--- config.mk ---
export PLATFORM = sky130hd
export DESIGN_NAME = rlpf_ctrl
export DESIGN_NICKNAME = d
export VERILOG_FILES = /design/src/hw/rtl/rlpf_pkg.sv /design/src/hw/rtl/rlpf_ctrl.sv
export SDC_FILE = /design/constraint.sdc
export NUM_CORES = 1
export LEC_CHECK = 0
export BUFFER_PORTS_ARGS = -buffer_cell sky130_fd_sc_hd__buf_4
export CAP_MARGIN = 5
export CORE_AREA = 2 2 39 41
export CTS_CLUSTER_SIZE = 12
export DETAILED_ROUTE_END_ITERATION = 7
export DIE_AREA = 0 0 41 43
export PLACE_DENSITY = 0.7
export RECOVER_POWER = 25
export SLEW_MARGIN = 20
export SYNTH_ARGS = -nofsm -noshare
export SYNTH_HDL_FRONTEND = slang
export SYNTH_SLANG_ARGS = --single-unit
--- constraint.sdc ---
create_clock -name clk -period 1.8 [get_ports clk]
set_input_delay 0.36 -clock clk [delete_from_list [all_inputs] [get_ports clk]]
set_output_delay 0.36 -clock clk [all_outputs]
set_load 0.01 [all_outputs]
--- src/hw/rtl/rlpf_pkg.sv ---
// Shared constants, register codes and controller/datapath types of the red run-length filter.
`timescale 1ns / 1ps

package rlpf_pkg;

  // Frame and run limits.
  localparam int MAX_WIDTH  = 640;
  localparam int MAX_HEIGHT = 480;
  localparam int MAX_RUN    = 120;

  localparam int STORE_DEPTH = MAX_WIDTH * MAX_HEIGHT;
  localparam int ADDR_W      = $clog2(STORE_DEPTH);
  localparam int POS_W       = $clog2(STORE_DEPTH + 1);
  localparam int AW_W        = $clog2(MAX_WIDTH + 1);
  localparam int AH_W        = $clog2(MAX_HEIGHT + 1);
  localparam int DIST_W      = (AW_W > AH_W) ? AW_W : AH_W;
  localparam int RUN_W       = $clog2(MAX_RUN + 1);
  localparam int DIV_CNT_W   = $clog2(POS_W);

  // Pixel and register field widths.
  localparam int CHAN_W       = 8;
  localparam int PIX_W        = 3 * CHAN_W;
  localparam int FLOOR_W      = 8;
  localparam int MARGIN_W     = 8;
  localparam int RUN_NEEDED_W = 7;
  localparam int FW_W         = 10;
  localparam int FH_W         = 9;

  // Register file.
  localparam int NUM_REGS  = 5;
  localparam int PADDR_W   = $clog2(NUM_REGS * 4);
  localparam int REG_IDX_W = PADDR_W - 2;
  localparam int PDATA_W   = 32;

  localparam logic [FLOOR_W-1:0]      RST_RED_FLOOR    = 8'd150;
  localparam logic [MARGIN_W-1:0]     RST_RED_MARGIN   = 8'd50;
  localparam logic [RUN_NEEDED_W-1:0] RST_RUN_NEEDED   = 7'd115;
  localparam logic [FW_W-1:0]         RST_FRAME_WIDTH  = 10'd640;
  localparam logic [FH_W-1:0]         RST_FRAME_HEIGHT = 9'd480;

  typedef enum logic [REG_IDX_W-1:0] {
    REG_RED_FLOOR,
    REG_RED_MARGIN,
    REG_RUN_NEEDED,
    REG_FRAME_WIDTH,
    REG_FRAME_HEIGHT
  } reg_idx_t;

  // Settings as the datapath sees them; frame size already clamped.
  typedef struct packed {
    logic [FLOOR_W-1:0]      red_floor;
    logic [MARGIN_W-1:0]     red_margin;
    logic [RUN_NEEDED_W-1:0] run_needed;
    logic [AW_W-1:0]         active_w;
    logic [AH_W-1:0]         active_h;
    logic [POS_W-1:0]        total;
  } cfg_t;

  typedef struct packed {
    logic take_item;
    logic pos_set;
    logic load_write;
    logic div_step;
    logic center_read;
    logic center_latch;
    logic dir_init;
    logic walk_step;
    logic dir_next;
    logic emit;
  } cmd_t;

  typedef struct packed {
    logic mode;
    logic div_done;
    logic center_red;
    logic walk_done;
    logic walk_keep;
    logic last_dir;
    logic out_free;
  } stat_t;

endpackage

--- src/hw/rtl/rlpf_ctrl.sv ---
// Controller state machine that sequences load and readout beats through the datapath.
`timescale 1ns / 1ps

module rlpf_ctrl import rlpf_pkg::*; (
  input  logic  clk,
  input  logic  rst,
  input  logic  in_valid,
  output logic  in_ready,
  input  stat_t stat,
  output cmd_t  cmd
);

  typedef enum logic [3:0] {
    S_IDLE,
    S_SETUP,
    S_LOAD,
    S_DIV,
    S_CRD,
    S_CCHK,
    S_DINIT,
    S_WALK,
    S_FINISH
  } state_t;

  state_t state;
  state_t state_next;

  always_comb begin
    cmd        = '0;
    state_next = state;
    case (state)
      S_IDLE: begin
        if (in_valid && in_ready) begin
          cmd.take_item = 1'b1;
          state_next    = S_SETUP;
        end
      end
      S_SETUP: begin
        cmd.pos_set = 1'b1;
        state_next  = stat.mode ? S_DIV : S_LOAD;
      end
      S_LOAD: begin
        cmd.load_write = 1'b1;
        state_next     = S_IDLE;
      end
      S_DIV: begin
        cmd.div_step = 1'b1;
        if (stat.div_done) begin
          state_next = S_CRD;
        end
      end
      S_CRD: begin
        cmd.center_read = 1'b1;
        state_next      = S_CCHK;
      end
      S_CCHK: begin
        cmd.center_latch = 1'b1;
        state_next       = stat.center_red ? S_DINIT : S_FINISH;
      end
      S_DINIT: begin
        cmd.dir_init = 1'b1;
        state_next   = S_WALK;
      end
      S_WALK: begin
        cmd.walk_step = 1'b1;
        if (stat.walk_done) begin
          if (stat.walk_keep || stat.last_dir) begin
            state_next = S_FINISH;
          end else begin
            cmd.dir_next = 1'b1;
            state_next   = S_DINIT;
          end
        end
      end
      S_FINISH: begin
        if (stat.out_free) begin
          cmd.emit   = 1'b1;
          state_next = S_IDLE;
        end
      end
      default: state_next = S_IDLE;
    endcase
  end

  always_ff @(posedge clk) begin
    if (rst) begin
      state    <= S_IDLE;
      in_ready <= 1'b0;
    end else begin
      state    <= state_next;
      in_ready <= (state_next == S_IDLE);
    end
  end

endmodule

# Word-level counts from Yosys, hierarchy flattened
# Cells that the tools add are included.
# word_totals
ff_bits	5
inputBits	10
# op_classes
n_reduce_logical	4
eq_ne	8
muxes	21
# ops
op	count
$pmux 4 s8	1
$mux 4	6
$eq 4x3->1 const B	4
$mux 1	13
$eq 4x2->1 const B	2
$logic_not 4->1	2
$eq 4x1->1 const B	1
$eq 4x4->1 const B	1
$mux 2	1
$logic_and 1x1->1	1
$logic_or 1x1->1	1

# Logic depth before layout (Yosys ltp)
# Gate-level depths: netlist of the first run.
# logic_depth
word_depth	5
depth_mapped	5

# Least setup slack after synthesis of the first run
# Ideal clock, no wire load.
# synth_path
path_kind	flip-flop to output port
from	register state[3]
to	output cmd[1] in the netlist's numbering
path_stages_with_launch	5
setup_slack_ps	380
arrival_time_ps	1060
required_time_ps	1440
path_buffers	1
cell_sequence	dfxtp_1 buf_6 nand2b_1 nor2_1 and3_1
# synth_rtl
element	line	text
start: declaration	rlpf_ctrl.sv:25	state_t state;
start signal: assignment	rlpf_ctrl.sv:90	state <= state_next;
end: declaration	rlpf_ctrl.sv:10	output cmd_t cmd

==> impl_metrics.csv, run 1 <==
group,metric,value,unit
run_status,outcome,"completed",
timing,clock_skew,0.000594,ns
final_layout,nNetsFinal,85,
cts,max-clock-path-buffers,2,
logic_synthesis,synth-seq-area-share,22.6,%
timing,slew_headroom,81.1,%
final_layout,n_fill_cell,152,
route,vias_per_cell,4.99,
floorplanning,die_height,43,µm
logic_synthesis,yosys_warnings,0,
timing,tightest_slew,0.283,ns
logic_synthesis,synth_nets,63,
route,drtPass1Iterations,2,
cts,cts_tree,"yes",
floorplanning,design.core.area,1380,µm²
logic_synthesis,syn-cell-area,443,µm²
logic_synthesis,synth_area_per_cell,8.36,µm²
critical_path,critical_path_class,"reg -> out",
cts,cts_max_level,1,
route,wl_per_cell,11.9,µm
pwr,powerDensity,579,nW/µm²
critical_path,crit_fanout,13,
logic_synthesis,synth_seq_cells,5,
floorplanning,start_util,32.0,%
timing,max_freq,616,MHz
logic_synthesis,synth_top_area_cell,"dfxtp_1",
global_route,grt_pass1_vias,445,
timing,rsz0062_at_grt,"false",
final_layout,final_cells,90,
timing,post-route-period-util,90.3,%
pwr,p_leak,0.000267,µW
route,antenna_left,0,
timing,setup_tns,0,ns
global_route,grt_overflow,0,
cts,clock_sinks,5,
logic_synthesis,yosys-top-cells-area,"dfxtp_1 (23%), nor2_1 (8.5%), buf_6 (7.6%)",
logic_synthesis,syn_inst,53,
logic_synthesis,yosysTopAreaCellShare,22.6,%
timing,period_needed,1.62,ns
logic_synthesis,synthArstFlopShare,0,%
route,wirelength,1.07,mm
placed_design,hpwl,854,µm
logic_synthesis,synth_most_common_cell,"nor2_1",
cts,clk_latency,0.24,ns
timing,holdWs,0.305,ns
cts,cts_buffers,3,
floorplanning,pin_count,21,
global_route,grt_pass1_wl,1.75,mm
placed_design,dpl.cell_count,86,
floorplanning,core.rowCount,14,
route,drtIter0Drc,3,
cts,cts_hold_buffers,0,
timing,slew_violations,0,
timing,setup-violations-final,0,
critical_path,cp.arrival,1.26,ns
pwr,ir_drop,295,µV
logic_synthesis,synth_cell_types,28,
logic_synthesis,yosys-top-cells-count,"nor2_1 (10), dfxtp_1 (5), nor3_1 (5)",
logic_synthesis,ys.flop_type,"dfxtp_1",
flow_run,drv_cap,0,
min_path,min_path_type,"in -> reg",
critical_path,cp-start-kind,"register",
critical_path,required,1.44,ns
final_layout,diodes,0,
global_route,track_usage,15.0,%
cts,cts_setup_buffers,0,
timing,finalHoldViolations,0,
logic_synthesis,synth_edf_count,0,
critical_path,end_kind,"output pin",
placed_design,place_congestion,0.752,
final_layout,area_delta_synth_final,35.6,%
cts,clockRootBuffer,"clkbuf_4",
placed_design,io_buffers,20,
route,drc_errors,0,
global_route,grt_max_degree,15,
floorplanning,dieWidth,41,µm
route,vias,449,
floorplanning,dieArea,1760,µm²
cts,clkTransAtPathRegs,0.04,ns
final_layout,post_route_cells_drive_above_1_share,44.6,%
global_route,antenna_found_initial,0,
==> sequential cells by signal, summed over array words and instances (netlist names) <==
signal / cells
in_ready: 1
state: 4
==> per-layer routing <==
| layer | part of all wire [%] | GRT usage (%) |
|---|---|---|
| met3 | 9.9 | 3.14 |
| met5 | 0 | 0 |
| met1 | 41 | 15.6 |
| met2 | 48 | 24.1 |
| met4 | 0.93 | 12.0 |
==> metrics by stage <==
step	setup slack [ns]	utilization [%]	power (µW)	area (µm²)
floorplan	0.380	-	192	443
global route	0.0545	43.4	373	601
CTS	0.0239	43.3	360	599
finish	0.175	43.4	347	601
global placement	0.296	41.4	223	573
detailed placement	0.236	41.4	226	573
==> cell families (layout without fill, tap and decap cells) <==
kind of cell	Yosys count	after routing	share of synthesized area, %
AOI/OAI and AO/OA	13	13	22.0
buffers and inverters	4	25	10.7
DFF	5	5	22.6
and+or+nand+nor	31	31	44.6
==> final cells by class <==
class	count	area [µm²]	area share, %
Clock buffer	4	26.3	4.38
Timing Repair Buffer	21	154	25.6
Tap cell	16	20.0	3.33
Multi-Input combinational cell	44	295	49.2
Sequential cell	5	105	17.5
==> cells in the final DEF (no fill, tap or decap) <==
cell type and n:
o21ai_0 2, nor4bb_4 1, o21bai_1 1, a21oi_1 2
nand3b_1 2, nor2b_1 1, nor4_1 1, nor3_1 5
nand2b_1 3, o31a_1 1, o21a_1 2, dfxtp_1 1
buf_4 20, o21ba_2 1, nor4b_1 1, a31oi_1 1
a22oi_1 1, nor2b_2 1, clkbuf_1 2, and3_4 1
nand2_1 1, a211oi_2 1, o211a_1 1, clkbuf_4 3
and3_1 1, dfxtp_2 4, or3_1 1, nor4bb_1 1
and2b_2 1, nor2_1 10
==> critical path, cell delays in order, from the launching register on <==
cell and delay [ns]:
dfxtp_2 0.37, nand2b_1 0.21, nor2_1 0.16, and3_1 0.17
buf_4 0.11
==> final timing paths <==
check	start	end	slack (ns)	cells after the start
max reg2reg	state[0]	in_ready	0.33	4
max	state[3]	cmd[1]	0.18	4
min reg2reg	in_ready	state[0]	0.66	3
min	rst	state[0]	0.31	2
==> where the power goes <==
group / internal [µW] / total (µW) / switching (µW)
Sequential: 121 / 135 / 14.6
Clock: 83.6 / 126 / 42.2
Combinational: 51.9 / 86.5 / 34.6
==> what timing repair did <==
item / CTS / global route
resized for setup: 0 / 4
endpoints found under the setup margin: 0 / 2
hold endpoints to repair: 0 / 0
(Power assumes the default switching activity.)
==> run 2, diff against run 1 <==
--- a/config.mk
+++ b/config.mk
@@ -5,13 +5,14 @@
 export SDC_FILE = /design/constraint.sdc
 export NUM_CORES = 1
 export LEC_CHECK = 0
+export ABC_AREA = 1
 export BUFFER_PORTS_ARGS = -buffer_cell sky130_fd_sc_hd__buf_4
 export CAP_MARGIN = 5
 export CORE_AREA = 2 2 39 41
 export CTS_CLUSTER_SIZE = 12
 export DETAILED_ROUTE_END_ITERATION = 7
 export DIE_AREA = 0 0 41 43
-export PLACE_DENSITY = 0.7
+export PLACE_DENSITY = 0.65
 export RECOVER_POWER = 25
 export SLEW_MARGIN = 20
 export SYNTH_ARGS = -nofsm -noshare
==> impl_metrics.csv, run 2 <==
group,metric,value,unit
run_status,outcome,"completed",
final_layout,final_cell_mix,"buf_4 (19), nor2_1 (14), nand2_1 (14), inv_1 (11), nand3_1 (9)",
timing,tightest_slew,0.315,ns
final_layout,largest_reg_flops,4,
logic_synthesis,yosys_warnings,0,
timing,clock_skew,0.00177,ns
logic_synthesis,yosys-top-cells-area,"dfxtp_1 (26%), nor2_1 (13%), nand2_1 (12%)",
timing,slew_violations,0,
final_layout,area_delta_synth_final,48.6,%
logic_synthesis,syn_inst,70,
route,wl_met3,78,µm
critical_path,critical_path_class,"reg -> out",
critical_path,reg2reg_to,"in_ready",
placed_design,place_congestion,0.724,
route,highest_layer,"met4",
logic_synthesis,yosysTopAreaCellShare,25.6,%
final_layout,largest_register,"state",
logic_synthesis,synth_most_common_cell,"nor2_1",
final_layout,final_common_cell,"buf_4",
global_route,track_usage,13.3,%
cts,cts_max_level,1,
route,wirelength,1.02,mm
timing,slew_headroom,78.8,%
logic_synthesis,synth_seq_cells,5,
logic_synthesis,synth_nets,80,
final_layout,post_route_cells_drive_above_1_share,33.0,%
global_route,grt_max_degree,9,
placed_design,hpwl,889,µm
critical_path,slowest_delay,0.36,ns
route,vias,497,
critical_path,crit_chain,"inv_2 -> nor2_4 -> nand2_1 -> nor2_1 -> buf_4",
critical_path,required,1.44,ns
route,drtIter0Drc,3,
cts,max-clock-path-buffers,2,
critical_path,reg2reg_slack,0.60,ns
logic_synthesis,synth_cell_types,15,
cts,cts_buffers,3,
cts,cts_setup_buffers,0,
route,vias_per_cell,4.52,
cts,cts_tree,"yes",
timing,max_freq,636,MHz
pwr,ir_drop,269,µV
timing,period_needed,1.57,ns
cts,cts_hold_buffers,0,
logic_synthesis,synth_edf_count,0,
logic_synthesis,synth_area_per_cell,5.59,µm²
timing,rsz0062_at_grt,"false",
route,wl_per_cell,9.31,µm
timing,setup_slack,0.227,ns
critical_path,r2r-start,"state[2]",
final_layout,diodes,0,
global_route,grt_overflow,0,
min_path,holdPathStages,2,
critical_path,cp.arrival,1.21,ns
logic_synthesis,synthArstFlopShare,0,%
global_route,antenna_found_initial,0,
cts,clock_sinks,5,
pwr,total_power,319,µW
min_path,min-delay-start,"rst",
global_route,grt_pass1_vias,411,
floorplanning,dieWidth,41,µm
timing,post-route-period-util,87.4,%
cts,ctsResizeCount,0,
cts,clkTransAtPathRegs,0.04,ns
timing,setup-violations-final,0,
critical_path,crit_slowest_cell,"dfxtp_1",
critical_path,crit_fanout,8,
timing,setup_tns,0,ns
pwr,powerDensity,549,nW/µm²
placed_design,pre_cts_slack,0.475,ns
critical_path,cp-start-kind,"register",
floorplanning,die_height,43,µm
timing,finalHoldViolations,0,
floorplanning,pin_count,21,
pwr,p_leak,0.000337,µW
critical_path,worstRegToRegCells,7,
floorplanning,dieArea,1760,µm²
floorplanning,core.rowCount,14,
final_layout,fin_area,582,µm²
cts,clockRootBuffer,"clkbuf_4",
min_path,worst_hold_path.endpoint,"state[1]",
route,drc_errors,0,
final_layout,nNetsFinal,105,
route,drtPass1Iterations,4,
floorplanning,design.core.area,1380,µm²
final_layout,top_regs,"state (4), in_ready (1)",
critical_path,critPathBufInv,2,
logic_synthesis,ys.flop_type,"dfxtp_1",
route,met1_length,418,µm
placed_design,io_buffers,20,
route,antenna_left,0,
logic_synthesis,syn-cell-area,392,µm²
logic_synthesis,yosys-top-cells-count,"nor2_1 (14), nand2_1 (13), inv_1 (11)",
global_route,grt_pass1_wl,1.55,mm
logic_synthesis,synth_top_area_cell,"dfxtp_1",
critical_path,end_kind,"output pin",
route,wl_met2,498,µm
final_layout,ff_latch_area,100,µm²
final_layout,n_fill_cell,166,
critical_path,crit_family,"simple AND/OR/NAND/NOR gates",
flow_run,drv_cap,0,
cts,clk_latency,0.24,ns
floorplanning,start_util,28.3,%
logic_synthesis,synth-seq-area-share,25.6,%
final_layout,multiInputGateArea,233,µm²
placed_design,place_area,562,µm²
min_path,min_path_type,"in -> reg",
## run 2: cell count changes after synthesis, moves of 4 or more
cell and delta:
inv_2 +4, inv_1 +11, nand2_1 +12, nor2_1 +4, nand3_1 +9
## run 2: final cells by class
cell class	instances	area share, %
multi-input cells	50	40.0
clock buffers	4	4.52
repair buffers	20	25.2
inverters	15	9.68
well taps	16	3.44
flip-flops and latches	5	17.2
## run 2: metrics by stage
stage	util, %	hold WS [ns]	std cells
final	42.0	0.308	110
after global routing	42.0	0.309	110
after CTS	42.5	0.301	110
after detailed placement	40.6	0.561	106
after global placement	40.6	0.557	106
after floorplan	-	0.429	70
## run 2: cell families after synthesis
kind of cell           Yosys count  share of synthesized area, %
and+or+nand+nor                 45                          52.7
buffers and inverters           15                          14.4
DFF                              5                          25.6
AOI/OAI and AO/OA                5                          7.35
## run 2: layer usage
metal | vias to the layer above | GRT usage, %
li1 | 265 | -
met1 | 209 | 13.5
met2 | 19 | 21.6
met3 | 4 | 1.57
met4 | 0 | 12.0
met5 | - | 0
## run 2: report_power, final
group / leakage (µW) / switching [µW] / internal [µW]
sequential: 0.0000408 / 5.03 / 118
clock: 0.0000150 / 45.6 / 83.8
combinational: 0.000281 / 35.2 / 32.0
total: 0.000337 / 85.9 / 233
## run 2: worst max path at each step
stage | start | to | slack (ns) | depth (start not counted)
after global routing | state[2] | cmd[1] | 0.11 | 5
after floorplan | state[2] | cmd[4] | 0.58 | 4
after CTS | state[2] | cmd[4] | 0.21 | 5
final | state[2] | cmd[1] | 0.23 | 5
after detailed placement | state[2] | cmd[4] | 0.47 | 5
after global placement | state[2] | cmd[3] | 0.51 | 5
