[config.mk]
export PLATFORM = sky130hd
export DESIGN_NAME = rlpf_regs
export DESIGN_NICKNAME = d
export VERILOG_FILES = /design/src/hw/rtl/rlpf_pkg.sv /design/src/hw/rtl/rlpf_regs.sv
export SDC_FILE = /design/constraint.sdc
export NUM_CORES = 1
export LEC_CHECK = 0
export BUFFER_PORTS_ARGS = -buffer_cell sky130_fd_sc_hd__buf_2
export CORE_AREA = 2 2 120 122
export CTS_BUF_LIST = sky130_fd_sc_hd__clkbuf_2
export DETAILED_ROUTE_END_ITERATION = 16
export DIE_AREA = 0 0 122 124
export PLACE_DENSITY_LB_ADDON = 0.3
export SYNTH_ARGS = -nofsm -noshare
export SYNTH_HDL_FRONTEND = slang
export SYNTH_SLANG_ARGS = --single-unit
[constraint.sdc]
create_clock -name clk -period 6.8 [get_ports clk]
set_input_delay 0.34 -clock clk [delete_from_list [all_inputs] [get_ports clk]]
set_output_delay 0.34 -clock clk [all_outputs]
set_load 0.01 [all_outputs]
[src/hw/rtl/rlpf_pkg.sv]
// Shared constants, register codes and controller/datapath types of the red run-length filter.
`timescale 1ns / 1ps

package rlpf_pkg;

  // Frame and run limits.
  localparam int MAX_WIDTH  = 640;
  localparam int MAX_HEIGHT = 480;
  localparam int MAX_RUN    = 120;

  localparam int STORE_DEPTH = MAX_WIDTH * MAX_HEIGHT;
  localparam int ADDR_W      = $clog2(STORE_DEPTH);
  localparam int POS_W       = $clog2(STORE_DEPTH + 1);
  localparam int AW_W        = $clog2(MAX_WIDTH + 1);
  localparam int AH_W        = $clog2(MAX_HEIGHT + 1);
  localparam int DIST_W      = (AW_W > AH_W) ? AW_W : AH_W;
  localparam int RUN_W       = $clog2(MAX_RUN + 1);
  localparam int DIV_CNT_W   = $clog2(POS_W);

  // Pixel and register field widths.
  localparam int CHAN_W       = 8;
  localparam int PIX_W        = 3 * CHAN_W;
  localparam int FLOOR_W      = 8;
  localparam int MARGIN_W     = 8;
  localparam int RUN_NEEDED_W = 7;
  localparam int FW_W         = 10;
  localparam int FH_W         = 9;

  // Register file.
  localparam int NUM_REGS  = 5;
  localparam int PADDR_W   = $clog2(NUM_REGS * 4);
  localparam int REG_IDX_W = PADDR_W - 2;
  localparam int PDATA_W   = 32;

  localparam logic [FLOOR_W-1:0]      RST_RED_FLOOR    = 8'd150;
  localparam logic [MARGIN_W-1:0]     RST_RED_MARGIN   = 8'd50;
  localparam logic [RUN_NEEDED_W-1:0] RST_RUN_NEEDED   = 7'd115;
  localparam logic [FW_W-1:0]         RST_FRAME_WIDTH  = 10'd640;
  localparam logic [FH_W-1:0]         RST_FRAME_HEIGHT = 9'd480;

  typedef enum logic [REG_IDX_W-1:0] {
    REG_RED_FLOOR,
    REG_RED_MARGIN,
    REG_RUN_NEEDED,
    REG_FRAME_WIDTH,
    REG_FRAME_HEIGHT
  } reg_idx_t;

  // Settings as the datapath sees them; frame size already clamped.
  typedef struct packed {
    logic [FLOOR_W-1:0]      red_floor;
    logic [MARGIN_W-1:0]     red_margin;
    logic [RUN_NEEDED_W-1:0] run_needed;
    logic [AW_W-1:0]         active_w;
    logic [AH_W-1:0]         active_h;
    logic [POS_W-1:0]        total;
  } cfg_t;

  typedef struct packed {
    logic take_item;
    logic pos_set;
    logic load_write;
    logic div_step;
    logic center_read;
    logic center_latch;
    logic dir_init;
    logic walk_step;
    logic dir_next;
    logic emit;
  } cmd_t;

  typedef struct packed {
    logic mode;
    logic div_done;
    logic center_red;
    logic walk_done;
    logic walk_keep;
    logic last_dir;
    logic out_free;
  } stat_t;

endpackage

[src/hw/rtl/rlpf_regs.sv]
// APB register file holding the filter settings and the clamped frame geometry.
`timescale 1ns / 1ps

module rlpf_regs import rlpf_pkg::*; (
  input  logic               clk,
  input  logic               rst,
  input  logic               psel,
  input  logic               penable,
  input  logic               pwrite,
  input  logic [PADDR_W-1:0] paddr,
  input  logic [PDATA_W-1:0] pwdata,
  output logic [PDATA_W-1:0] prdata,
  output logic               pready,
  output cfg_t               cfg
);

  logic [FLOOR_W-1:0]      red_floor;
  logic [MARGIN_W-1:0]     red_margin;
  logic [RUN_NEEDED_W-1:0] run_needed;
  logic [FW_W-1:0]         frame_width;
  logic [FH_W-1:0]         frame_height;
  logic [AW_W-1:0]         active_w;
  logic [AH_W-1:0]         active_h;
  logic [POS_W-1:0]        total;

  logic [AW_W-1:0]         aw_next;
  logic [AH_W-1:0]         ah_next;
  logic [AW_W+AH_W-1:0]    prod;
  logic                    wr_en;
  reg_idx_t                idx;

  function automatic logic [AW_W-1:0] clamp_w(input logic [FW_W-1:0] v);
    logic [AW_W-1:0] r;
    if (v == '0) begin
      r = AW_W'(1);
    end else if (int'(v) > MAX_WIDTH) begin
      r = AW_W'(MAX_WIDTH);
    end else begin
      r = AW_W'(v);
    end
    return r;
  endfunction

  function automatic logic [AH_W-1:0] clamp_h(input logic [FH_W-1:0] v);
    logic [AH_W-1:0] r;
    if (v == '0) begin
      r = AH_W'(1);
    end else if (int'(v) > MAX_HEIGHT) begin
      r = AH_W'(MAX_HEIGHT);
    end else begin
      r = AH_W'(v);
    end
    return r;
  endfunction

  assign idx     = reg_idx_t'(paddr[PADDR_W-1:2]);
  assign wr_en   = psel && penable && pwrite;
  assign pready  = 1'b1;
  assign aw_next = clamp_w(frame_width);
  assign ah_next = clamp_h(frame_height);
  assign prod    = (AW_W + AH_W)'(aw_next) * (AW_W + AH_W)'(ah_next);

  always_ff @(posedge clk) begin
    if (rst) begin
      red_floor    <= RST_RED_FLOOR;
      red_margin   <= RST_RED_MARGIN;
      run_needed   <= RST_RUN_NEEDED;
      frame_width  <= RST_FRAME_WIDTH;
      frame_height <= RST_FRAME_HEIGHT;
    end else if (wr_en) begin
      case (idx)
        REG_RED_FLOOR:    red_floor    <= pwdata[FLOOR_W-1:0];
        REG_RED_MARGIN:   red_margin   <= pwdata[MARGIN_W-1:0];
        REG_RUN_NEEDED:   run_needed   <= pwdata[RUN_NEEDED_W-1:0];
        REG_FRAME_WIDTH:  frame_width  <= pwdata[FW_W-1:0];
        REG_FRAME_HEIGHT: frame_height <= pwdata[FH_W-1:0];
        default: ;
      endcase
    end
  end

  // Geometry follows the raw registers in the next cycle.
  always_ff @(posedge clk) begin
    active_w <= aw_next;
    active_h <= ah_next;
    total    <= POS_W'(prod);
  end

  always_comb begin
    case (idx)
      REG_RED_FLOOR:    prdata = PDATA_W'(red_floor);
      REG_RED_MARGIN:   prdata = PDATA_W'(red_margin);
      REG_RUN_NEEDED:   prdata = PDATA_W'(run_needed);
      REG_FRAME_WIDTH:  prdata = PDATA_W'(frame_width);
      REG_FRAME_HEIGHT: prdata = PDATA_W'(frame_height);
      default:          prdata = '0;
    endcase
  end

  assign cfg.red_floor  = red_floor;
  assign cfg.red_margin = red_margin;
  assign cfg.run_needed = run_needed;
  assign cfg.active_w   = active_w;
  assign cfg.active_h   = active_h;
  assign cfg.total      = total;

endmodule

After elaboration in Yosys (flattened, before gate mapping)
Index checks and enable logic that the tools add are counted.

Equality and inequality tests: 4. Multiplexer cells: 5. Magnitude comparators: 2. $mul: 1. Reduce and logical (&&, ||, !) cells: 10.

Operators with widths (number): $pmux W10 S5 (1); $mux W10 (2); $mul A10 B9 Y19 (1); $mux W9 (2); $gt A10 B10 Y1 const B (1); $logic_not A10 Y1 (1); $reduce_and A2 Y1 (5); $gt A9 B9 Y1 const B (1); $logic_not A9 Y1 (1); $eq A3 B2 Y1 const B (2); $eq A3 B1 Y1 const B (1); $eq A3 B3 Y1 const B (1); $logic_not A3 Y1 (1); $logic_and A1 B1 Y1 (2).

Input port bits: 42. Register bits after elaboration: 80. Output and inout bits: 94. Word-level logic and storage cells: 30.

Depth between registers and ports, before layout
Gate-level depths: netlist of the first run.

Word-level depth: 4. Gate-level depth with buffers: 21. Mapped depth without buffers: 20.

Worst setup path before layout of the first run
OpenSTA, ideal clock, no wires.

Path kind: reg-to-reg. Start: register frame_width[3]. End: register total[14]. Setup slack: 1.977 ns. Stages on the path, launching flop included: 21. Library setup time: 0.125 ns. Data required time: 6.675 ns. Buffers on the path: 2. Clock period less this slack: 4.823 ns. Arrival time: 4.698 ns. Path through: dfxtp_1 > nor4_2 > a21boi_1 > o21ai_2 > buf_6 > and2_4 > buf_6 > nand2_2 > fa_1 > fa_1 > inv_1 > fa_1 > inv_1 > fa_1 > inv_1 > ha_1 > o21a_1 > and2_1 > o211ai_2 > a21boi_0 > o41a_1.

Longest elaborated chain between the ends: 4. Elaborated cells on any way between the ends: 5. Classes of those cells: mul (1); order compare (1); mux (2); reduce/logical (1).

RTL lines: start, declared (line rlpf_regs.sv:20) `logic [FW_W-1:0] frame_width;`; start signal, assigned (line rlpf_regs.sv:75) `REG_FRAME_WIDTH: frame_width <= pwdata[FW_W-1:0];`; $gt A10 B10 Y1 (line rlpf_regs.sv:36) `end else if (int'(v) > MAX_WIDTH) begin`; $mux W10 (line rlpf_regs.sv:36); $mux W10 (*) (line rlpf_regs.sv:34) `if (v == '0) begin`; named net aw_next[1] (line rlpf_regs.sv:26) `logic [AW_W-1:0] aw_next;`; $mul A10 B9 Y19 (*) (line rlpf_regs.sv:61) `assign prod = (AW_W + AH_W)'(aw_next) * (AW_W + AH_W)'(ah_next);`; named net prod[14] (line rlpf_regs.sv:28) `logic [AW_W+AH_W-1:0] prod;`; end signal, assigned (line rlpf_regs.sv:86) `total <= POS_W'(prod);`; end, declared (line rlpf_regs.sv:24) `logic [POS_W-1:0] total;`.

Mark *: on every way through the listed nets, which the timed path passes. The rest lies on a longest branch. A chain may end at the register's enable or synchronous reset.

Worst setup path after layout of the first run
Start: register frame_width[3]. End: register total[16].

Same word-level chain as after synthesis.

==> results_dict.tcl, run 1 <==
set metrics [dict create \
    synth-edff-count 0 \
    synthTopCellsByArea "dfxtp_1, fa_1, ha_1" \
    core_area_sq_um 13700 \
    timing.critical_path.buf_inv 4 \
    final_util 0.487 \
    hold_end "frame_height[1]" \
    slowest_stage "o21ai_2" \
    r2r_slack_ns 0.81 \
    placementRows 43 \
    synthesis.area_sq_um 6070 \
    grt-ovfl-total 0 \
    crit_family "adder cells" \
    yosysSeqAreaShare 0.264 \
    clock_latency_ns 0.62 \
    setup_viol 0 \
    slew_viol_final 0 \
    via_per_inst 5.11 \
    critical_path_class "flip-flop to flip-flop" \
    post_cts_buffers 0 \
    p_leak_uw 0.00349 \
    dieArea_sq_um 15100 \
    grt_pass1_wl_mm 22.3 \
    finalCritPeriodShare 0.880 \
    worst_path_most_repeated_cell "fa_1" \
    crit_arrival_ns 6.55 \
    powerDensity_nw_per_um2 129 \
    drv_cap 0 \
    cts_hold_buf 10 \
    slowest_delay_ns 0.74 \
    drt-total-wl_mm 13.6 \
    num_io_pins 136 \
    die_w_um 122 \
    io_buffers 88 \
    synth_seq_cells 80 \
    hold_path.startpoint "rst" \
    numCtsBuffers 9 \
    r2r_start "frame_width[3]" \
    synthCells 686 \
    clk_pin_slew_ns 0.28 \
    holdPathStages 2 \
    start_util 0.443 \
    num-nets-final 892 \
    antenna_cells 0 \
    crit_path_max_fanout 32 \
    ir_worst_vdd_v 0.0000806 \
    synth_warnings 0 \
    first_global_vias 4685 \
    synth_flop_cell "dfxtp_1" \
    path_cells "nor4_2, a21boi_1, o21ai_2, nand2_1, inv_2, nand2_1, fa_1, inv_1, fa_1, ha_1, inv_1, fa_1, inv_1, fa_1, a211o_1, a211oi_1, o21ai_1, a21oi_1, xnor2_1" \
    syn_avg_cell_area_sq_um 8.85 \
    antenna_found_initial 0 \
    end_kind "flip-flop" \
    worstMarginPinSlew_ns 0.959 \
    rr_worst_depth 19 \
    status "finished clean" \
    clock_sinks 80 \
    start_kind "flip-flop" \
    place_ws_ns 0.905 \
    vias 4795 \
    yosys.area.top_type_share 0.264 \
    firstDrtPassIters 5 \
    tns_ns 0 \
    cts_root_buffer "clkbuf_2" \
    ys_types 55 \
    postCtsResizedCells 0 \
    drc 0 \
    finalCriticalPeriod_ns 5.99 \
    r2r_end "total[16]" \
    hp-class "primary input to flip-flop" \
    relSlewSlack 0.361 \
    finClkSkew_ns 0.0506 \
    layout-drive-gt1-share 0.178 \
    dpl.hpwl_mm 10.5 \
    place.gp.congestion 0.895 \
    fmax_mhz 167 \
    ant_nets 0 \
    h-tree-depth 3 \
    drt_iter0_markers 225 \
    grt_max_degree 43 \
    worstPathRequired_ns 7.36 \
    die_h_um 124 \
    fin_ws_ns 0.814 \
    ys_async_sr_fraction 0 \
    wl_per_cell_um 14.5 \
    grt_use_total 0.188 \
    areaGrowthSynthToFinish_pct 9.91 \
    hold_viol_final 0 \
    clk_path_buf_depth 2 \
    rsz0062_at_grt "no" \
    cts_tree "done" \
    synth_top_cell_by_area "dfxtp_1" \
]
==> worst max-delay path by stage <==
stage,from,endpoint,slack [ns],depth (start not counted)
floorplan,frame_width[3],total[14],1.98,20
global placement,frame_width[4],total[16],1.05,19
detailed placement,frame_width[4],total[16],0.90,19
CTS,frame_width[4],total[16],0.85,19
global route,frame_width[4],total[16],0.47,19
finish,frame_width[3],total[16],0.81,19
==> report_power, final <==
group	internal, uW	switching, uW	leakage (uW)	total (uW)
clock	89.1	191	0.0000708	280
combinational	41.5	60.2	0.00277	102
sequential	477	5.22	0.000647	482
total	608	256	0.00349	864
==> metrics by stage <==
stage / cell area, sq um / power, uW / instances / hold WS, ns
finish: 6680 / 864 / 939 / 0.218
global route: 6680 / 904 / 939 / 0.231
CTS: 6680 / 872 / 939 / 0.194
detailed placement: 6450 / 588 / 913 / 0.468
global placement: 6450 / 586 / 913 / 0.465
floorplan: 6150 / 569 / 707 / 0.457
==> final cells by class <==
type                            instances  area, sq um
Fill cell                            1350         7040
Multi-Input combinational cell        468         3820
Sequential cell                        80         1600
Timing Repair Buffer                   98          541
Inverter                               97          364
Tap cell                              180          225
Clock inverter                          7         78.8
Clock buffer                            9         45.0
==> synth_stat cells (all sizes together) (2+ instances only) <==
library cell and number:
inv 97, nand2 86, dfxtp 80, fa 57
and3 39, ha 39, buf 37, nor2 32
and2 27, clkbuf 25, a21oi 23, a211o 15
a22oi 14, mux2i 14, nor2b 12, o21ai 10
nand3 9, nand3b 8, mux2 7, nor3 7
o22ai 7, a21o 6, xnor2 5, a211oi 4
o211ai 4, xor2 3, a21boi 2, conb 2
nand2b 2, nor4 2, o211a 2, o21a 2
==> cells in the final DEF, fill, tap and decap left out, types with 7 or more instances in the layout <==
cell / synthesis / routed
inv_1: 96 / 96
buf_2: 6 / 88
nand2_1: 83 / 83
dfxtp_1: 80 / 80
fa_1: 57 / 57
ha_1: 39 / 39
nor2_1: 31 / 31
and3_1: 30 / 30
a21oi_1: 23 / 23
conb_1: 2 / 23
and2_1: 22 / 22
a211o_1: 15 / 15
mux2i_1: 14 / 14
a22oi_1: 14 / 14
nor2b_1: 12 / 12
dlygate4sd3_1: 0 / 10
nand3_1: 9 / 9
clkbuf_2: 2 / 9
and3_2: 8 / 8
nand3b_1: 8 / 8
nor3_1: 7 / 7
o21ai_0: 7 / 7
mux2_2: 7 / 7
o22ai_1: 7 / 7
==> routing by layer <==
layer | up-vias | global-route usage | routed length, um
met4 | 0 | 0.0532 | 191
met3 | 17 | 0.0403 | 755
met5 | - | 0 | 0
met1 | 2342 | 0.238 | 5940
li1 | 2299 | - | -
met2 | 137 | 0.323 | 6740
==> logic make-up (layout without fill, tap and decap cells) <==
family,count (synthesis),count (layout),share of synthesized area
AND/OR/NAND/NOR,227,227,0.191
buffers and inverters,159,211,0.120
adder cells (fa/ha/maj),96,96,0.268
AO/OA/AOI/OAI,93,93,0.108
flip-flops,80,80,0.264
multiplexers,21,21,0.0361
XOR/XNOR,8,8,0.0115
other,2,23,0.00124
==> sequential cells by signal (all words and copies together), names as in the netlist <==
name / cells
active_w: 10
active_h: 9
red_margin: 8
frame_height: 9
red_floor: 8
frame_width: 10
run_needed: 7
total: 19
Note: power is estimated with default switching activity, not from simulation.
==> inputs of run 2 (changes only) <==
--- a/config.mk
+++ b/config.mk
@@ -5,11 +5,13 @@
 export SDC_FILE = /design/constraint.sdc
 export NUM_CORES = 1
 export LEC_CHECK = 0
-export BUFFER_PORTS_ARGS = -buffer_cell sky130_fd_sc_hd__buf_2
-export CORE_AREA = 2 2 120 122
+export BUFFER_PORTS_ARGS = -buffer_cell sky130_fd_sc_hd__clkbuf_2
+export CELL_PAD_IN_SITES_DETAIL_PLACEMENT = 1
+export CELL_PAD_IN_SITES_GLOBAL_PLACEMENT = 1
+export CORE_AREA = 2 2 124 126
 export CTS_BUF_LIST = sky130_fd_sc_hd__clkbuf_2
 export DETAILED_ROUTE_END_ITERATION = 16
-export DIE_AREA = 0 0 122 124
+export DIE_AREA = 0 0 126 128
 export PLACE_DENSITY_LB_ADDON = 0.3
 export SYNTH_ARGS = -nofsm -noshare
 export SYNTH_HDL_FRONTEND = slang
==> results_dict.tcl, run 2 (synthesized netlist as in run 1, its figures left out) <==
set metrics [dict create \
    wl_per_cell_um 16.2 \
    numCtsBuffers 9 \
    die_h_um 128 \
    h-tree-depth 3 \
    postCtsResizedCells 0 \
    critical_path_class "flip-flop to flip-flop" \
    post_cts_buffers 0 \
    grt-ovfl-total 0 \
    drt_iter0_markers 183 \
    cts_tree "done" \
    grt_max_degree 43 \
    end_kind "flip-flop" \
    placementRows 45 \
    vias 4880 \
    tns_ns 0 \
    drv_cap 0 \
    layout-drive-gt1-share 0.179 \
    drt-total-wl_mm 15.4 \
    drc 0 \
    final_common_cell "clkbuf_2" \
    relSlewSlack 0.358 \
    fin_ws_ns 0.765 \
    grt_use_total 0.194 \
    worstPathRequired_ns 7.36 \
    cts_root_buffer "clkbuf_2" \
    rr_worst_depth 19 \
    clk_path_buf_depth 2 \
    rsz0062_at_grt "no" \
    die_w_um 126 \
    areaGrowthSynthToFinish_pct 10.6 \
    top_register "total" \
    ant_nets 0 \
    status "finished clean" \
    finalCriticalPeriod_ns 6.04 \
    core_area_sq_um 14900 \
    dpl.hpwl_mm 11.9 \
    io_buffers 88 \
    crit_path_max_fanout 32 \
    cts_hold_buf 10 \
    finClkSkew_ns 0.0367 \
    start_util 0.409 \
    dieArea_sq_um 16100 \
    powerDensity_nw_per_um2 135 \
    place_ws_ns 0.762 \
    final_cell_mix "clkbuf_2, inv_1, nand2_1, dfxtp_1, fa_1" \
    ir_worst_vdd_v 0.0000758 \
    via_per_inst 5.14 \
    crit_arrival_ns 6.59 \
    firstDrtPassIters 4 \
    place_area_sq_um 6470 \
    place.gp.congestion 0.865 \
    fmax_mhz 166 \
    clock_latency_ns 0.61 \
    start_kind "flip-flop" \
    setup_viol 0 \
    clock_sinks 80 \
    num-nets-final 893 \
    hold_viol_final 0 \
    reg_top3 "total (19), active_w (10), frame_width (10)" \
    final_util 0.452 \
    finalCritPeriodShare 0.888 \
    holdPathStages 2 \
    hp-class "primary input to flip-flop" \
    grt_pass1_wl_mm 25.1 \
    design_area_sq_um 6720 \
    num_io_pins 136 \
    worstMarginPinSlew_ns 0.963 \
    clk_pin_slew_ns 0.26 \
    p_leak_uw 0.00350 \
    antenna_found_initial 1 \
    largest_register_ffs 19 \
    first_global_vias 5104 \
    slew_viol_final 0 \
]
-- run 2: cell types whose count changed in the layout (fill, tap and decap cells not counted) --
cell and delta:
bufinv_16 +1, clkbuf_2 +88, clkinvlp_4 -1, buf_2 -88, buf_4 +1, diode_2 +1
-- run 2: where the power goes --
part,switching [uW],internal [uW]
clock network,193,126
registers,5.60,477
logic,62.7,41.4
-- run 2: layout make-up --
type,instances,area [sq um]
fill,1824,8150
multi-input combinational,468,3820
sequential,80,1600
timing repair buffer,99,548
inverter,97,364
tap,188,235
clock inverter,7,101
clock buffer,9,45.0
antenna,1,2.50
-- run 2: critical path, cell delays in order, from the launching register on --
cell,delay [ns]
dfxtp_1,0.49
nor4_2,0.33
a21boi_1,0.12
o21ai_2,0.75
nand2_1,0.25
inv_2,0.17
nand2_1,0.09
fa_1,0.55
inv_1,0.05
fa_1,0.45
ha_1,0.29
inv_1,0.05
fa_1,0.53
inv_1,0.07
fa_1,0.50
a211o_1,0.35
a211oi_1,0.37
o21ai_1,0.20
a21oi_1,0.21
xnor2_1,0.13
-- run 2: worst paths after layout --
kind / slack (ns) / endpoint / from
worst max-delay path: 0.76 / total[16] / frame_width[4]
worst max register to register: 0.76 / total[16] / frame_width[4]
worst min-delay path: 0.42 / frame_height[0] / rst
worst min register to register: 0.51 / red_floor[6] / red_floor[6]
-- run 2: stage by stage --
stage | hold slack (ns) | instances | total power, uW
floorplan | 0.457 | 707 | 569
detailed placement | 0.488 | 922 | 590
global route | 0.424 | 949 | 948
global placement | 0.468 | 922 | 587
finish | 0.418 | 949 | 906
CTS | 0.391 | 948 | 918
-- run 2: layer usage --
metal | wire length [um] | track usage
met5 | 0 | 0
met4 | 288 | 0.0724
met3 | 561 | 0.0259
met2 | 7780 | 0.341
met1 | 6760 | 0.244
==> inputs of run 3 (changes only) <==
--- a/config.mk
+++ b/config.mk
@@ -12,6 +12,7 @@
 export CTS_BUF_LIST = sky130_fd_sc_hd__clkbuf_2
 export DETAILED_ROUTE_END_ITERATION = 16
 export DIE_AREA = 0 0 126 128
+export MAX_ROUTING_LAYER = met4
 export PLACE_DENSITY_LB_ADDON = 0.3
 export SYNTH_ARGS = -nofsm -noshare
 export SYNTH_HDL_FRONTEND = slang
==> results_dict.tcl, run 3 (synthesized netlist as in run 1, its figures left out) <==
set metrics [dict create \
    place.gp.congestion 0.879 \
    hp-class "primary input to flip-flop" \
    hold_viol_final 0 \
    start_kind "flip-flop" \
    powerDensity_nw_per_um2 135 \
    die_h_um 128 \
    layout.cells.non_filler 949 \
    grt_use_total 0.200 \
    status "finished clean" \
    final_cell_mix "clkbuf_2, inv_1, nand2_1, dfxtp_1, fa_1" \
    clock_sinks 80 \
    vias 4897 \
    crit_arrival_ns 6.59 \
    crit_path_max_fanout 32 \
    cts_tree "done" \
    grt_max_degree 43 \
    io_buffers 88 \
    end_kind "flip-flop" \
    rsz0062_at_grt "no" \
    num_io_pins 136 \
    worstPathRequired_ns 7.35 \
    layout-drive-gt1-share 0.179 \
    reg_top3 "total (19), active_w (10), frame_width (10)" \
    tns_ns 0 \
    grt-ovfl-total 0 \
    ir_worst_vdd_v 0.0000753 \
    p_leak_uw 0.00350 \
    final_common_cell "clkbuf_2" \
    dieArea_sq_um 16100 \
    areaGrowthSynthToFinish_pct 10.6 \
    finClkSkew_ns 0.0373 \
    wl_per_cell_um 16.2 \
    firstDrtPassIters 5 \
    largest_register_ffs 19 \
    critical_path_class "flip-flop to flip-flop" \
    drc 0 \
    relSlewSlack 0.347 \
    top_register "total" \
    h-tree-depth 3 \
    die_w_um 126 \
    antenna_found_initial 1 \
    first_global_vias 5097 \
    dp.cells 922 \
    fmax_mhz 165 \
    start_util 0.409 \
    drt-total-wl_mm 15.4 \
    drv_cap 0 \
    slew_viol_final 0 \
    num-nets-final 893 \
    via_per_inst 5.16 \
    finalCriticalPeriod_ns 6.04 \
    drt_iter0_markers 142 \
    clock_latency_ns 0.60 \
    finalCritPeriodShare 0.889 \
    worstMarginPinSlew_ns 0.979 \
    clk_path_buf_depth 2 \
    grt_pass1_wl_mm 25.1 \
    clk_pin_slew_ns 0.26 \
    ant_nets 0 \
    core_area_sq_um 14900 \
    setup_viol 0 \
    cts_root_buffer "clkbuf_2" \
    placementRows 45 \
    numCtsBuffers 9 \
    dpl.hpwl_mm 11.9 \
]
[run 3: cell counts in the layout (fill, tap and decap cells not counted)]
Identical to the previous run, type by type.
[run 3: layout make-up]
class	instances	area [sq um]
multi-input cells	468	3820
diodes	1	2.50
clock inverters	7	101
fillers	1824	8150
repair buffers	99	548
well taps	188	235
clock buffers	9	45.0
flip-flops and latches	80	1600
inverters	97	364
[run 3: timing repair]
action	4_1_cts	5_1_grt
hold endpoints to repair	26	0
hold buffers	10	0
resized for setup	0	0
setup buffers	0	0
[run 3: layer usage]
layer	vias up	track usage	wire length (um)	part of all wire
met5	-	-	0	0
met4	0	0.0724	233	0.015
met3	20	0.0250	549	0.036
met2	97	0.341	7870	0.51
met1	2473	0.245	6720	0.44
li1	2307	-	-	-
[run 3: worst max-delay path: stages, from the launching register on]
cell and delay (ns):
dfxtp_1 0.49, nor4_2 0.33, a21boi_1 0.12, o21ai_2 0.76, nand2_1 0.26, inv_2 0.17, nand2_1 0.09, fa_1 0.56
inv_1 0.05, fa_1 0.45, ha_1 0.29, inv_1 0.06, fa_1 0.53, inv_1 0.07, fa_1 0.50, a211o_1 0.35
a211oi_1 0.37, o21ai_1 0.20, a21oi_1 0.21, xnor2_1 0.13
[run 3: report_power, final]
part	internal [uW]	switching [uW]	leakage, uW
clock network	126	191	0.0000848
registers	477	5.54	0.000647
logic	41.4	62.4	0.00277
[run 3: metrics by stage]
stage / hold slack [ns] / util / instance area (sq um) / setup slack [ns] / power, uW
6_report: 0.406 / 0.452 / 6720 / 0.756 / 904
5_1_grt: 0.421 / 0.452 / 6720 / 0.206 / 949
3_3_place_gp: 0.468 / 0.435 / 6470 / 0.959 / 587
2_1_floorplan: 0.457 / - / 6150 / 1.98 / 569
4_1_cts: 0.391 / 0.452 / 6720 / 0.727 / 918
3_5_place_dp: 0.488 / 0.435 / 6470 / 0.762 / 590
[run 3: path summary, 6_finish.rpt]
kind | startpoint | end | slack [ns] | cells past startpoint
hold reg to reg | red_floor[6] | red_floor[6] | 0.51 | 2
setup / recovery | frame_width[4] | total[16] | 0.76 | 19
setup reg to reg | frame_width[4] | total[16] | 0.76 | 19
hold / removal | rst | frame_height[0] | 0.41 | 2
